File: src/design/tfp_pkg.sv
package tfp_pkg;

   localparam logic [3:0] CODE_LOGIN     = 4'd0;
   localparam logic [3:0] CODE_HEARTBEAT = 4'd1;
   localparam logic [3:0] CODE_TIME_REQ  = 4'd2;
   localparam logic [3:0] CODE_POSITION  = 4'd3;
   localparam logic [3:0] CODE_ALARM     = 4'd4;
   localparam logic [3:0] CODE_CMD_RSP   = 4'd5;
   localparam logic [3:0] CODE_CRC_ERR   = 4'd6;
   localparam logic [3:0] CODE_NO_LOGIN  = 4'd7;
   localparam logic [3:0] CODE_UNKNOWN   = 4'd8;

   localparam logic [7:0] TYPE_LOGIN     = 8'h01;
   localparam logic [7:0] TYPE_HEARTBEAT = 8'h13;
   localparam logic [7:0] TYPE_TIME_REQ  = 8'h8A;
   localparam logic [7:0] TYPE_POSITION  = 8'h22;
   localparam logic [7:0] TYPE_ALARM     = 8'h26;
   localparam logic [7:0] TYPE_CMD_RSP   = 8'h21;

   localparam logic [7:0] START_SHORT = 8'h78;
   localparam logic [7:0] START_LONG  = 8'h79;
   localparam logic [15:0] CRC_INIT   = 16'hFFFF;
   localparam logic [15:0] CRC_POLY   = 16'h8408;
   localparam int CAP_DEPTH = 35;

   // one completed frame handed from the front end to the decoder
   typedef struct packed {
      logic [CAP_DEPTH*8-1:0] capture;
      logic                   long_format;
      logic                   crc_ok;
      logic [7:0]             frame_type;
   } frame_type_t_type;

   typedef struct packed {
      logic [3:0]  result_code;
      logic [63:0] device_id;
      logic [47:0] date_time;
      logic [31:0] latitude;
      logic [31:0] longitude;
      logic [7:0]  speed;
      logic [9:0]  heading;
      logic [2:0]  course_flags;
      logic [7:0]  terminal_info;
      logic [7:0]  voltage_level;
      logic [7:0]  signal_strength;
      logic [7:0]  alarm_code;
   } result_type;

   function automatic logic [15:0] crc_byte(input logic [15:0] crc, input logic [7:0] b);
      logic [15:0] c;
      c = crc ^ {8'h00, b};
      for (int k = 0; k < 8; k++) begin
         c = c[0] ? ((c >> 1) ^ CRC_POLY) : (c >> 1);
      end
      return c;
   endfunction

endpackage

File: src/design/tfp_front.sv
module tfp_front (
   input  logic                      clock,
   input  logic                      reset,
   input  logic                      in_valid,
   input  logic [7:0]                in_byte,
   output logic                      in_ready,
   output logic                      frm_valid,
   output tfp_pkg::frame_type_t_type frm,
   input  logic                      frm_ready
);

   localparam logic [2:0] PH_HUNT1 = 3'd0;
   localparam logic [2:0] PH_HUNT2 = 3'd1;
   localparam logic [2:0] PH_LENHI = 3'd2;
   localparam logic [2:0] PH_LENLO = 3'd3;
   localparam logic [2:0] PH_BODY  = 3'd4;
   localparam logic [2:0] PH_CRCHI = 3'd5;
   localparam logic [2:0] PH_CRCLO = 3'd6;
   localparam logic [2:0] PH_STOP  = 3'd7;

   logic [2:0]  phase_ff, phase_in;
   logic        long_ff, long_in;
   logic [15:0] pos_ff, pos_in;
   logic [15:0] len_ff, len_in;
   logic [15:0] crc_ff, crc_in;
   logic [15:0] rcrc_ff, rcrc_in;
   logic [7:0]  type_ff, type_in;
   logic [7:0]  cap_ff [tfp_pkg::CAP_DEPTH];
   logic        cap_clr;
   logic        cap_we;
   logic [16:0] cap_off;
   logic        emit;
   logic        fire;
   logic [15:0] pos_inc;
   logic [15:0] len_full;

   // stall only when a finished frame cannot enter the queue
   assign in_ready = frm_ready || !(phase_ff == PH_STOP && pos_ff != 16'd0);
   assign fire     = in_valid && in_ready;
   assign pos_inc  = pos_ff + 16'd1;
   assign len_full = len_ff | {8'h00, in_byte};

   always_comb begin
      phase_in = phase_ff;
      long_in  = long_ff;
      pos_in   = pos_ff;
      len_in   = len_ff;
      crc_in   = crc_ff;
      rcrc_in  = rcrc_ff;
      type_in  = type_ff;
      cap_clr  = 1'b0;
      cap_we   = 1'b0;
      cap_off  = 17'd0;
      emit     = 1'b0;
      case (phase_ff)
         PH_HUNT1, PH_HUNT2: begin
            if (phase_ff == PH_HUNT2 &&
                in_byte == (long_ff ? tfp_pkg::START_LONG : tfp_pkg::START_SHORT)) begin
               cap_clr  = 1'b1;
               crc_in   = tfp_pkg::CRC_INIT;
               rcrc_in  = 16'd0;
               len_in   = 16'd0;
               type_in  = 8'd0;
               pos_in   = 16'd0;
               phase_in = long_ff ? PH_LENHI : PH_LENLO;
            end else if (in_byte == tfp_pkg::START_SHORT) begin
               long_in  = 1'b0;
               phase_in = PH_HUNT2;
            end else if (in_byte == tfp_pkg::START_LONG) begin
               long_in  = 1'b1;
               phase_in = PH_HUNT2;
            end else begin
               phase_in = PH_HUNT1;
            end
         end
         PH_LENHI: begin
            len_in   = {in_byte, 8'h00};
            cap_we   = 1'b1;
            cap_off  = 17'd2;
            crc_in   = tfp_pkg::crc_byte(crc_ff, in_byte);
            phase_in = PH_LENLO;
         end
         PH_LENLO: begin
            len_in   = len_full;
            cap_we   = 1'b1;
            cap_off  = long_ff ? 17'd3 : 17'd2;
            crc_in   = tfp_pkg::crc_byte(crc_ff, in_byte);
            pos_in   = 16'd0;
            phase_in = (len_full < 16'd3) ? PH_HUNT1 : PH_BODY;
         end
         PH_BODY: begin
            if (pos_ff == 16'd0) begin
               type_in = in_byte;
            end
            cap_we   = 1'b1;
            cap_off  = {1'b0, pos_ff} + (long_ff ? 17'd4 : 17'd3);
            crc_in   = tfp_pkg::crc_byte(crc_ff, in_byte);
            pos_in   = pos_inc;
            if ({1'b0, pos_inc} + 17'd2 >= {1'b0, len_ff}) begin
               phase_in = PH_CRCHI;
            end
         end
         PH_CRCHI: begin
            rcrc_in  = {in_byte, 8'h00};
            phase_in = PH_CRCLO;
         end
         PH_CRCLO: begin
            rcrc_in  = rcrc_ff | {8'h00, in_byte};
            pos_in   = 16'd0;
            phase_in = PH_STOP;
         end
         default: begin
            if (pos_ff != 16'd0) begin
               emit     = 1'b1;
               pos_in   = 16'd0;
               phase_in = PH_HUNT1;
            end else begin
               pos_in = pos_inc;
            end
         end
      endcase
   end

   always_ff @(posedge clock) begin
      if (reset) begin
         phase_ff <= PH_HUNT1;
         long_ff  <= 1'b0;
         pos_ff   <= 16'd0;
         len_ff   <= 16'd0;
         crc_ff   <= tfp_pkg::CRC_INIT;
         rcrc_ff  <= 16'd0;
         type_ff  <= 8'd0;
         for (int i = 0; i < tfp_pkg::CAP_DEPTH; i++) cap_ff[i] <= 8'd0;
      end else if (fire) begin
         phase_ff <= phase_in;
         long_ff  <= long_in;
         pos_ff   <= pos_in;
         len_ff   <= len_in;
         crc_ff   <= crc_in;
         rcrc_ff  <= rcrc_in;
         type_ff  <= type_in;
         if (cap_clr) begin
            for (int i = 2; i < tfp_pkg::CAP_DEPTH; i++) cap_ff[i] <= 8'd0;
            cap_ff[0] <= in_byte;
            cap_ff[1] <= in_byte;
         end else if (cap_we) begin
            for (int i = 0; i < tfp_pkg::CAP_DEPTH; i++) begin
               if (cap_off == 17'(i)) cap_ff[i] <= in_byte;
            end
         end
      end
   end

   assign frm_valid = fire && emit;

   always_comb begin
      for (int i = 0; i < tfp_pkg::CAP_DEPTH; i++) begin
         frm.capture[(tfp_pkg::CAP_DEPTH-1-i)*8 +: 8] = cap_ff[i];
      end
      frm.long_format = long_ff;
      frm.crc_ok      = (~crc_ff) == rcrc_ff;
      frm.frame_type  = type_ff;
   end

endmodule

File: src/design/tfp_queue.sv
module tfp_queue (
   input  logic                      clock,
   input  logic                      reset,
   input  logic                      wr_valid,
   input  tfp_pkg::frame_type_t_type wr_data,
   output logic                      wr_ready,
   output logic                      rd_valid,
   output tfp_pkg::frame_type_t_type rd_data,
   input  logic                      rd_ready
);

   tfp_pkg::frame_type_t_type slot_ff [2];
   logic       wptr_ff, rptr_ff;
   logic [1:0] cnt_ff;
   logic       wr_fire, rd_fire;

   assign wr_ready = cnt_ff != 2'd2;
   assign rd_valid = cnt_ff != 2'd0;
   assign rd_data  = slot_ff[rptr_ff];
   assign wr_fire  = wr_valid && wr_ready;
   assign rd_fire  = rd_valid && rd_ready;

   always_ff @(posedge clock) begin
      if (wr_fire) slot_ff[wptr_ff] <= wr_data;
      if (reset) begin
         wptr_ff <= 1'b0;
         rptr_ff <= 1'b0;
         cnt_ff  <= 2'd0;
      end else begin
         if (wr_fire) wptr_ff <= ~wptr_ff;
         if (rd_fire) rptr_ff <= ~rptr_ff;
         cnt_ff <= cnt_ff + {1'b0, wr_fire} - {1'b0, rd_fire};
      end
   end

endmodule

File: src/design/tfp_decode.sv
module tfp_decode (
   input  logic                      clock,
   input  logic                      reset,
   input  logic                      frm_valid,
   input  tfp_pkg::frame_type_t_type frm,
   output logic                      frm_ready,
   output logic                      out_valid,
   output tfp_pkg::result_type       out_data,
   input  logic                      out_ready
);

   logic                logged_ff;
   logic [63:0]         id_ff;
   logic                valid_ff;
   tfp_pkg::result_type res_ff, res_in;
   logic                login_ok;
   logic [7:0]          cb [tfp_pkg::CAP_DEPTH];
   logic [15:0]         course;

   assign frm_ready = !valid_ff || out_ready;
   assign out_valid = valid_ff;
   assign out_data  = res_ff;

   always_comb begin
      for (int i = 0; i < tfp_pkg::CAP_DEPTH; i++) begin
         cb[i] = frm.capture[(tfp_pkg::CAP_DEPTH-1-i)*8 +: 8];
      end
      course   = {cb[20], cb[21]};
      login_ok = 1'b0;
      res_in   = '0;
      if (!frm.crc_ok) begin
         res_in.result_code = tfp_pkg::CODE_CRC_ERR;
      end else if (frm.long_format) begin
         if (!logged_ff) res_in.result_code = tfp_pkg::CODE_NO_LOGIN;
         else if (frm.frame_type == tfp_pkg::TYPE_CMD_RSP)
            res_in.result_code = tfp_pkg::CODE_CMD_RSP;
         else res_in.result_code = tfp_pkg::CODE_UNKNOWN;
      end else if (frm.frame_type != tfp_pkg::TYPE_LOGIN && !logged_ff) begin
         res_in.result_code = tfp_pkg::CODE_NO_LOGIN;
      end else begin
         case (frm.frame_type)
            tfp_pkg::TYPE_LOGIN: begin
               login_ok = 1'b1;
               res_in.result_code = tfp_pkg::CODE_LOGIN;
            end
            tfp_pkg::TYPE_HEARTBEAT: begin
               res_in.result_code     = tfp_pkg::CODE_HEARTBEAT;
               res_in.terminal_info   = cb[4];
               res_in.voltage_level   = cb[5];
               res_in.signal_strength = cb[6];
            end
            tfp_pkg::TYPE_TIME_REQ: res_in.result_code = tfp_pkg::CODE_TIME_REQ;
            tfp_pkg::TYPE_POSITION, tfp_pkg::TYPE_ALARM: begin
               res_in.result_code  = (frm.frame_type == tfp_pkg::TYPE_ALARM) ?
                                     tfp_pkg::CODE_ALARM : tfp_pkg::CODE_POSITION;
               res_in.date_time    = {cb[4], cb[5], cb[6], cb[7], cb[8], cb[9]};
               res_in.latitude     = {cb[11], cb[12], cb[13], cb[14]};
               res_in.longitude    = {cb[15], cb[16], cb[17], cb[18]};
               res_in.speed        = cb[19];
               res_in.heading      = course[9:0];
               res_in.course_flags = course[12:10];
               if (frm.frame_type == tfp_pkg::TYPE_ALARM) begin
                  res_in.terminal_info   = cb[31];
                  res_in.voltage_level   = cb[32];
                  res_in.signal_strength = cb[33];
                  res_in.alarm_code      = cb[34];
               end
            end
            default: res_in.result_code = tfp_pkg::CODE_UNKNOWN;
         endcase
      end
      res_in.device_id = login_ok ? {cb[4], cb[5], cb[6], cb[7], cb[8], cb[9], cb[10], cb[11]}
                                  : id_ff;
   end

   always_ff @(posedge clock) begin
      if (frm_valid && frm_ready) res_ff <= res_in;
      if (reset) begin
         logged_ff <= 1'b0;
         id_ff     <= 64'd0;
         valid_ff  <= 1'b0;
      end else begin
         if (frm_valid && frm_ready) begin
            valid_ff <= 1'b1;
            if (login_ok) begin
               logged_ff <= 1'b1;
               id_ff     <= res_in.device_id;
            end
         end else if (out_ready) begin
            valid_ff <= 1'b0;
         end
      end
   end

endmodule

File: src/design/tracker_frame_parser.sv
// Byte-serial tracker frame parser. One byte is taken per cycle on req_ unless stalled;
// each complete frame yields one result on rsp_ after its second stop byte (none for
// resync bytes or frames with a length below three). A byte passes the single CRC-16/X.25
// byte step in the front end; a two-entry frame queue and the decoder's output register
// let the input run on while results wait. Input stalls only when the queue is full.
module tracker_frame_parser (
   input  logic         clock,
   input  logic         reset,
   input  logic         req_tvalid,
   output logic         req_tready,
   input  logic [7:0]   req_tdata,  // [7:0] data_byte
   output logic         rsp_tvalid,
   input  logic         rsp_tready,
   // [63:0] device_id, [111:64] date_time, [143:112] latitude, [175:144] longitude,
   // [183:176] speed, [193:184] heading, [196:194] course_flags, [204:197] terminal_info,
   // [212:205] voltage_level, [220:213] signal_strength, [228:221] alarm_code, zero pad
   output logic [231:0] rsp_tdata,
   output logic [3:0]   rsp_tuser   // [3:0] result_code
);

   tfp_pkg::frame_type_t_type fq_in, fq_out;
   logic fq_in_valid, fq_in_ready, fq_out_valid, fq_out_ready;
   tfp_pkg::result_type res;

   tfp_front u_front (
      .clock, .reset,
      .in_valid (req_tvalid), .in_byte (req_tdata), .in_ready (req_tready),
      .frm_valid (fq_in_valid), .frm (fq_in), .frm_ready (fq_in_ready)
   );

   tfp_queue u_queue (
      .clock, .reset,
      .wr_valid (fq_in_valid), .wr_data (fq_in), .wr_ready (fq_in_ready),
      .rd_valid (fq_out_valid), .rd_data (fq_out), .rd_ready (fq_out_ready)
   );

   tfp_decode u_decode (
      .clock, .reset,
      .frm_valid (fq_out_valid), .frm (fq_out), .frm_ready (fq_out_ready),
      .out_valid (rsp_tvalid), .out_data (res), .out_ready (rsp_tready)
   );

   assign rsp_tuser = res.result_code;
   assign rsp_tdata = {3'b000, res.alarm_code, res.signal_strength, res.voltage_level,
                       res.terminal_info, res.course_flags, res.heading, res.speed,
                       res.longitude, res.latitude, res.date_time, res.device_id};

endmodule

File: config.mk
export PLATFORM = sky130hd
export DESIGN_NAME = tracker_frame_parser
export DESIGN_NICKNAME = d
export VERILOG_FILES = /design/src/design/tfp_pkg.sv /design/src/design/tfp_front.sv /design/src/design/tfp_queue.sv /design/src/design/tfp_decode.sv /design/src/design/tracker_frame_parser.sv
export SDC_FILE = /design/constraint.sdc
export NUM_CORES = 1
export LEC_CHECK = 0
export CAP_MARGIN = 20
export CORE_MARGIN = 2
export CORE_UTILIZATION = 65
export CTS_CLUSTER_DIAMETER = 80
export DETAILED_ROUTE_END_ITERATION = 16
export DONT_BUFFER_PORTS = 1
export HOLD_SLACK_MARGIN = 0.02
export PLACE_DENSITY = 0.79
export SETUP_SLACK_MARGIN = 0.5
export SLEW_MARGIN = 30
export SYNTH_ARGS = -nofsm -noshare
export SYNTH_HDL_FRONTEND = slang
export SYNTH_SLANG_ARGS = --single-unit
File: constraint.sdc
create_clock -name clock -period 22.9 [get_ports clock]
set_input_delay 4.58 -clock clock [delete_from_list [all_inputs] [get_ports clock]]
set_output_delay 4.58 -clock clock [all_outputs]
set_load 0.01 [all_outputs]
**Word level (Yosys, flattened, before mapping)**

Memories as Yosys holds them, arrays and structs flattened. A register that Yosys moved wholly into a read port is not among the register bits.
Index checks and enable logic that the tools add are counted.

- Flip-flop bits (word level): 379
- RAM bits: 860
- Input bits: 12
- Output and inout port bits: 238
- Word-level logic and storage cells: 562
- Memories: 2

- Add/sub/neg operators: 5
- Magnitude comparators: 2
- Equal/unequal tests: 56
- Multiplexer cells: 342
- Bitwise gates (word level): 89
- Reductions and logical operators: 41

Memories:

| memory | words | width | read ports | clocked after Yosys merged registers in | wr ports | RTL line | RTL |
|---|---|---|---|---|---|---|---|
| u_queue.slot_ff | 2 | 290 | 1 | 1 | 1 | tfp_queue.sv:12 | `tfp_pkg::frame_type_t_type slot_ff [2];` |
| u_front.cap_ff | 35 | 8 | 35 | 0 | 35 | tfp_front.sv:28 | `logic [7:0] cap_ff [tfp_pkg::CAP_DEPTH];` |

Operators with widths:

| cell | count |
|---|---|
| $mux 8 | 72 |
| $eq 17x5->1 const B | 16 |
| $mux 1 | 237 |
| $mux 16 | 11 |
| $eq 17x4->1 const B | 8 |
| $pmux 16 s3 | 2 |
| $or 1x1->1 | 70 |
| $eq 17x3->1 const B | 4 |
| $mux 64 | 1 |
| $pmux 16 s4 | 1 |
| $eq 17x6->1 const B | 3 |
| $pmux 17 s3 | 1 |
| $pmux 24 s2 | 1 |
| $eq 17x2->1 const B | 2 |
| $mux 32 | 1 |
| $or 16x8->16 | 2 |
| $pmux 16 s2 | 1 |
| $eq 8x6->1 const B | 3 |
| $not 2->3 | 8 |
| $mux 3 | 7 |
| $pmux 3 s6 | 1 |
| $add 16x17->17 | 1 |
| $add 16x2->17 const B | 1 |
| $eq 17x1->1 const B | 1 |
| 41 further kinds | 80 |

**Depth between registers and ports, before layout**

Gate-level depths: netlist of the first run.

- Word-level depth: 18
- Mapped depth: 17
- Depth with buffers taken out: 16

**Cells and area by module**

A second synthesis of the first run with hierarchy kept.

- Cell total of the unflattened synthesis: 3,364
- Area total of the unflattened synthesis: 47,963.5 µm²

Modules (own cells, without submodules):

| module | instances | cells each | area an instance (µm²) | sequential area each (µm²) |
|---|---|---|---|---|
| tfp_queue | 1 | 926 | 21,516.9 | 17,516.8 |
| tfp_front | 1 | 1,441 | 14,602.8 | 7,687.4 |
| tfp_decode | 1 | 993 | 11,817.6 | 8,318.0 |
| tracker_frame_parser | 1 | 4 | 26.3 | 0.0 |

**Worst setup path after synthesis of the first run**

OpenSTA, ideal clock, no wires.

- Path kind: in2reg
- Start: input req_tvalid
- End: memory u_queue.slot_ff[0][0] (netlist bit) (enable)
- Data arrival time: 13.200 ns
- Required time: 22.149 ns
- Setup slack: 8.949 ns
- Cell stages on the path: 3
- Buffers on the path: 0
- Cells stage by stage: nand2_1 nor4_1 nor2b_1

- Cells in the longest elaborated chain, start to end: 5

Ends and longest elaborated chain:

| item | RTL line | RTL |
|---|---|---|
| from (decl) | tracker_frame_parser.sv:9 | `input logic req_tvalid,` |
| $logic_and 1x1->1 | tfp_front.sv:39 | `assign fire = in_valid && in_ready;` |
| $logic_and 1x1->1 | tfp_front.sv:154 | `assign frm_valid = fire && emit;` |
| $logic_and 1x1->1 | tfp_queue.sv:20 | `assign wr_fire = wr_valid && wr_ready;` |
| net u_queue.wr_fire | tfp_queue.sv:15 | `logic wr_fire, rd_fire;` |
| $mux 1 | tfp_queue.sv:24 | `if (wr_fire) slot_ff[wptr_ff] <= wr_data;` |
| $mux 1 (implied by the code) | tfp_queue.sv:24 |  |
| to (decl) | tfp_queue.sv:12 |  |

The timed path passes the listed nets, and every way through them passes these cells.

**Worst setup path in the final report of the first run**

- Start: input req_tvalid
- End: memory u_queue.slot_ff[1][201] (netlist bit) (enable)

The elaborated chain is that of the path after synthesis.

==> metrics.txt, run 1 <==
run status=complete, no violations; post-layout worst setup margin=approximately 16 ns; Crit. Startpoint=req_tvalid; RSZ-0062 raised after global routing=false; post-DR wirelength/cell=22.6 um; critical path fanouts, max=76; routability cong.=between 0.8 and 0.9; final setup vio count=0; Die Ht=238 um; fmax=between 100 and 150 MHz; number of synthesized flops with an enable pin=slightly above 600; post-synthesis register bit count=slightly above 900; Leakage=between 10 and 15 nW; TritonCTS clock tree=built; layout cells sized above 1=under 10%; Die Footprint=approximately 57000 um2; register area share after synthesis=between 60% and 70%; reg-to-reg slack, setup=between 15 and 20 ns; commonest non-fill, non-tap cells in the layout=623 x edfxtp_1, 357 x nor2_1, 337 x mux2i_1; fin area=39000 um2; CP Capture Type=register; Worst path slowest cell=buf_4; Final #Nets=~2600; Hold Buf Count CTS=0; initial DRC count=2085; pwr/cell area=roughly 100 nW/um2; pre-CTS setup slack=~15 ns; vias per cell=~6; CTS sink cnt=about 900; initial core utilization=between 60% and 70%; Final Power=3.79 mW; CP Class=in -> reg; max-cap violation count=0; PostCTS Resize Cnt=0; DP Wirelength=approximately 46000 um; Critical Path AT=7.64 ns; Hold WC Path Type=reg -> reg; R2R Path End=u_front.phase_ff[0]$_SDFFE_PP0P_; ANT cells=0; largest net degree at the start of global routing=141; Inserted Clock Buffers=86; IO Port Bufs=0; Tmin final=about 7.4 ns; CP cell instances=nand2_1 -> nor4_1 -> and2_4 -> buf_4 -> buf_6; worst-case clock buffer depth=3; Max-slew headroom=roughly 32%; total congestion overflow=0; Ys Warns=0; post-synthesis async set-or-reset flop share=0%; vias=just over 20000; Final Max Slew Viols=0; Avg Inst Size Synth=about 13 um2; vias in the first global route=approximately 20000; Area Overhead vs Synth=9.46%; ANT nets after route=0; area of placed instances=roughly 36000 um2; end of the critical path=u_queue.slot_ff[1][201]$_DFFE_PP_; synthesized instance count=2652; Post-route DRC=0; ys flop type=edfxtp_1; reg2reg path depth=16; worst skew pair latency=between 0.6 and 0.7 ns; total I/O pin count=250; drt total wl=roughly 76000 um; worst clock skew=0.0323 ns; post-synth cell types=between 70 and 80; clk slew on worst S/H paths=about 0.060 ns; reg2reg start=u_front.pos_ff[0]$_SDFFE_PP0P_; Post-Syn Area=between 30000 and 40000 um2; WP data required=roughly 23 ns; peak supply drop=0.0000637 V; # Post-CTS Setup Buffers=0; final hold violation count=0; Row Count=85; antenna violations before repair=0; drt pass-1 iters=7; most common cell after layout, fill and taps aside=edfxtp_1; TNS Setup=0 ns; # fillers=~3400; Clock Tree Root=clkbuf_16; Routed met1 length=between 30000 and 40000 um; Util after Layout=roughly 72%; met2 WL post-DR=37200 um; DR top layer=met4; first-pass GRT wire length=approximately 120000 um; final period utilization=about a third; Core ar.=about 54000 um2; crit start category=input pin; Tightest Pin Transition=just over 1 ns; Chip Width=around 240 um; WL met3=roughly 5000 um; H-tree Lvls=3; all-layer global routing usage=between 20% and 30%; Worst path max stage delay=approximately 0.83 ns
## state kept, by name, summed over array words and instances (netlist names), 2 cells and up, named ones only
register / cells
u_decode.id_ff: 64
u_decode.out_data: 233
u_front.crc_ff: 16
u_front.pos_ff: 16
u_queue.cnt_ff: 2
u_front.phase_ff: 3
u_front.rcrc_ff: 16
u_front.cap_ff: 173
u_queue.slot_ff: 366
u_front.len_ff: 16
u_front.type_ff: 8
## logic make-up (layout without fill, tap and decap cells)
logic type | count (synthesis) | count (layout) | synth area share, %
adders and majority gates | 25 | 25 | 0.899
xor gates and xnor gates | 77 | 77 | 1.89
muxes | 338 | 338 | 9.50
and+or+nand+nor | 791 | 791 | 10.5
DFF | 919 | 919 | 69.2
AOI/OAI and AO/OA | 309 | 309 | 5.78
other | 1 | 3 | 0.0105
buffers and inverters | 192 | 212 | 2.23
## worst min-delay path by stage
stage | startpoint | to | slack [ns] | depth (start not counted)
6_report | u_front.type_ff[4]$_SDFFE_PP0P_ | u_queue.slot_ff[0][4]$_DFFE_PP_ | 0.43 | 0
5_1_grt | u_front.type_ff[4]$_SDFFE_PP0P_ | u_queue.slot_ff[1][4]$_DFFE_PP_ | 0.45 | 0
4_1_cts | u_front.type_ff[4]$_SDFFE_PP0P_ | u_queue.slot_ff[0][4]$_DFFE_PP_ | 0.43 | 0
3_5_place_dp | u_front.cap_ff[1][23]$_SDFFCE_PP0P_ | u_queue.slot_ff[0][17]$_DFFE_PP_ | 0.44 | 0
3_3_place_gp | u_front.cap_ff[1][16]$_SDFFCE_PP0P_ | u_queue.slot_ff[1][10]$_DFFE_PP_ | 0.42 | 0
2_1_floorplan | u_front.cap_ff[1][16]$_SDFFCE_PP0P_ | u_queue.slot_ff[0][10]$_DFFE_PP_ | 0.42 | 0
## routing by layer
layer,vias up,global-route usage (%)
li1,9529,-
met1,10313,36.6
met2,801,43.9
met3,140,4.20
met4,0,9.77
met5,-,0
## area by class of cell
cell class,count,area (um2),area share [%]
clock buffers,130,2490,6.38
clock inverters,29,354,0.908
inverters,29,109,0.279
multi-input cells,1543,10300,26.3
flip-flops and latches,919,24600,63.2
well taps,696,871,2.23
repair buffers,24,260,0.668
## metrics by stage
step / cells / hold WS, ns
CTS: 3369 / 0.428
global route: 3370 / 0.446
global placement: 3209 / 0.424
finish: 3370 / 0.433
detailed placement: 3210 / 0.436
floorplan: 2654 / 0.421
## critical path: cells and delay by family
| family | cells | cell delay [ns] |
|---|---|---|
| buffers and inverters | 2 | 1.51 |
| AND/OR/NAND/NOR | 3 | 1.43 |
## Yosys cell counts, drive strengths merged (24+ instances only)
| cell type | instances | area, um2 |
|---|---|---|
| a211oi | 69 | 523 |
| a21oi | 109 | 546 |
| and2 | 67 | 419 |
| buf | 43 | 235 |
| clkbuf | 120 | 450 |
| dfxtp | 296 | 5930 |
| edfxtp | 623 | 18700 |
| ha | 24 | 300 |
| inv | 29 | 109 |
| mux2i | 337 | 3370 |
| nand2 | 190 | 713 |
| nor2 | 358 | 1340 |
| nor3 | 39 | 290 |
| o22ai | 28 | 175 |
| xnor2 | 32 | 280 |
| xor2 | 45 | 394 |
## power by group
group	internal (mW)	total, mW	switching, mW	leakage [nW]
logic	0.0613	0.208	0.147	3.33
registers	1.99	2.17	0.179	9.01
clock network	0.815	1.42	0.606	1.39
total	2.86	3.79	0.931	13.7
No activity file was read; power rests on OpenSTA's default activity.
==> run 2: changes to the inputs <==
--- a/config.mk
+++ b/config.mk
@@ -5,14 +5,15 @@
 export SDC_FILE = /design/constraint.sdc
 export NUM_CORES = 1
 export LEC_CHECK = 0
+export ABC_AREA = 1
 export CAP_MARGIN = 20
 export CORE_MARGIN = 2
-export CORE_UTILIZATION = 65
+export CORE_UTILIZATION = 63
 export CTS_CLUSTER_DIAMETER = 80
 export DETAILED_ROUTE_END_ITERATION = 16
 export DONT_BUFFER_PORTS = 1
 export HOLD_SLACK_MARGIN = 0.02
-export PLACE_DENSITY = 0.79
+export PLACE_DENSITY = 0.77
 export SETUP_SLACK_MARGIN = 0.5
 export SLEW_MARGIN = 30
 export SYNTH_ARGS = -nofsm -noshare
==> constraint.sdc (replaced) <==
create_clock -name clock -period 6.8 [get_ports clock]
set_input_delay 1.36 -clock clock [delete_from_list [all_inputs] [get_ports clock]]
set_output_delay 1.36 -clock clock [all_outputs]
set_load 0.01 [all_outputs]
==> run 2 against run 1 <==
  * Power rose to 3.7 times the previous value
  * Hold slack improved by 0.016 ns
  * Combinational power rose to 8.7 times the previous value
  * Largest power group unchanged
  * Core utilization shrank 2.9 points
  * Cell area up 2.7%
  * Setup slack got worse by 13 ns
  * Sequential power rose to 3.4 times the previous value
  * Global-route usage rose by 1.2 points
  * Via count rose by 21%
  * Count of clock-buffer cells in the layout decreased by 12
  * Critical endpoint is now u_front.cap_ff[1][23]$_SDFFCE_PP0P_
  * Routed wire length up 12%
  * Die area up 6.6%
==> metrics.txt, run 2 <==
run status=complete, no violations; Tmin final=~4.6 ns; Util after Layout=between 60 and 70%; WHS=0.449 ns; register area share after synthesis=roughly two thirds; reg2reg path depth=15; placed cell count=3915; CP Capture Type=register; first-pass GRT wire length=about 130000 um; Final Max Slew Viols=0; layout cells sized above 1=around 9.3%; final period utilization=about 68%; H-tree Lvls=3; post-synthesis adder-cell area fraction=less than 1%; ys flop type=edfxtp_1; vias per cell=~6.2; xor and xnor fraction of the mapped netlist area=less than 1%; final hold violation count=0; pre-CTS setup slack=between 2 and 2.5 ns; Die Ht=between 200 and 250 um; Final Non-Filler Cells=~4000; Post-route DRC=0; Inserted Clock Buffers=87; most common cell after layout, fill and taps aside=edfxtp_1; IO Port Bufs=0; worst clock skew=~0.029 ns; TNS Setup=0 ns; fin area=roughly 40000 um2; commonest non-fill, non-tap cells in the layout=623 x edfxtp_1, 504 x nand2_1, 341 x a21oi_1; fmax=217 MHz; TritonCTS clock tree=built; Max-slew headroom=between 30% and 40%; post-layout worst setup margin=between 2 and 2.5 ns; Area Overhead vs Synth=8.64%; worst skew pair latency=0.63 ns; post-synth cell types=57; Final Power=14.1 mW; top cell type's share of synthesized area=about half; synthesized instance count=between 3000 and 4000; most frequent cells after synthesis=623 x edfxtp_1, 507 x nand2_1, 342 x a21oi_1; # Post-CTS Setup Buffers=0; ANT cells=0; Compound-Gate Fraction of Synth Area=under 10%; proportion of synthesized area in mux cells=less than 1%; CP Class=reg -> reg; Yosys top cell by area=edfxtp_1; drt pass-1 iters=7; Row Count=just under 90; routability cong.=slightly above 0.9; max-cap violation count=0; post-synthesis simple-gate area fraction=17.0%; Core ar.=a little under 60000 um2; Ys Warns=0; clk slew on worst S/H paths=~0.07 ns; pwr/cell area=around 350 nW/um2; RSZ-0062 raised after global routing=false; initial DRC count=about 2600; post-synthesis async set-or-reset flop share=0%; all-layer global routing usage=between 20% and 30%; vias=25122; post-synthesis register bit count=919; worst-case clock buffer depth=3; peak supply drop=0.000536 V; hold path depth=0; register bank with the most flops=u_queue.slot_ff; vias in the first global route=around 24000; crit start category=register; Clock Tree Root=clkbuf_16; total congestion overflow=0; total I/O pin count=250; WP data required=7.07 ns; Chip Width=246 um; top cells by area, synth=edfxtp_1 51%, dfxtp_1 16%, nand2_1 5.2%, a21oi_1 4.6%, nand3_1 3.2%; antenna violations before repair=0; final setup vio count=0; drt total wl=around 86000 um; Hold WC Path Type=reg -> reg; post-DR wirelength/cell=21.0 um; Die Footprint=around 60000 um2; Hold Buf Count CTS=0; largest net degree at the start of global routing=around 210; area of placed instances=37100 um2; max reg flops=around 370; Critical Path AT=4.89 ns; number of synthesized flops with an enable pin=approximately 620; Leakage=14.1 nW; most common cell in the synthesized netlist=edfxtp_1; Post-Syn Area=between 30000 and 40000 um2; DP Wirelength=between 50000 and 60000 um; Final #Nets=3277; Tightest Pin Transition=between 0.9 and 1 ns; Avg Inst Size Synth=11.0 um2; PostCTS Resize Cnt=0; ANT nets after route=0; initial core utilization=a little under two thirds; critical path fanouts, max=89; CTS sink cnt=919; largest family of logic cells by synthesized area=simple AND/OR/NAND/NOR gates
run 2: changes by cell type in the layout (fill, tap and decap cells not counted), sizes merged, moves of 65 or more:
cell	delta
o21ai	+150
nand2	+337
and2	-65
nor2	-92
inv	+147
nand4	+157
mux2i	-334
nand3	+221
a21oi	+234
run 2: critical path, cell delays in order, from the launching register on:
cell      delay [ns]
dfxtp_1         0.48
inv_1           0.15
ha_1            0.27
fa_1            0.47
nand2_1         0.09
nand2_1         0.13
nand2_1         0.18
o21ai_0         0.10
nand2_1         0.08
nand3_1         0.08
nor2_1          0.11
nand2_1         0.14
nand2_8         0.43
buf_4           0.80
nand3b_2        0.35
nand2_1         0.37
run 2: kinds of logic (layout without fill, tap and decap cells):
| logic type | Yosys count | after routing |
|---|---|---|
| other cells | 1 | 3 |
| fa+ha+maj | 25 | 25 |
| compound gates | 632 | 632 |
| flops | 919 | 919 |
| simple gates | 1326 | 1326 |
| xor+xnor | 34 | 34 |
| mux | 3 | 3 |
| buf+inv | 413 | 370 |
run 2: layer usage:
metal	GRT usage (%)	up-vias	wire length, um
met5	0	-	0
met4	12.2	0	3340
met3	4.52	219	6800
met2	44.5	1138	40700
met1	38.5	12035	34700
li1	-	11730	-
run 2: path summary, 6_finish.rpt:
check | startpoint | end | slack, ns
max | u_front.long_ff$_SDFFE_PP0P_ | u_front.cap_ff[1][23]$_SDFFCE_PP0P_ | 2.18
min | u_front.cap_ff[1][0]$_SDFFCE_PN0P_ | u_queue.slot_ff[0][26]$_DFFE_PP_ | 0.45
max reg2reg | u_front.long_ff$_SDFFE_PP0P_ | u_front.cap_ff[1][23]$_SDFFCE_PP0P_ | 2.18
min reg2reg | u_front.cap_ff[1][0]$_SDFFCE_PN0P_ | u_queue.slot_ff[0][26]$_DFFE_PP_ | 0.45
run 2: report_power, final:
part | switching (mW) | internal (mW)
Clock | 2.04 | 2.82
Combinational | 1.44 | 0.370
Sequential | 0.607 | 6.82
Total | 4.09 | 10.0
run 2: layout make-up:
cell class | count | area, um2
flip-flops and latches | 919 | 24600
fillers | 3956 | 17800
multi-input cells | 2023 | 10600
clock buffers | 118 | 2460
well taps | 765 | 957
inverters | 187 | 713
clock inverters | 43 | 465
repair buffers | 22 | 234
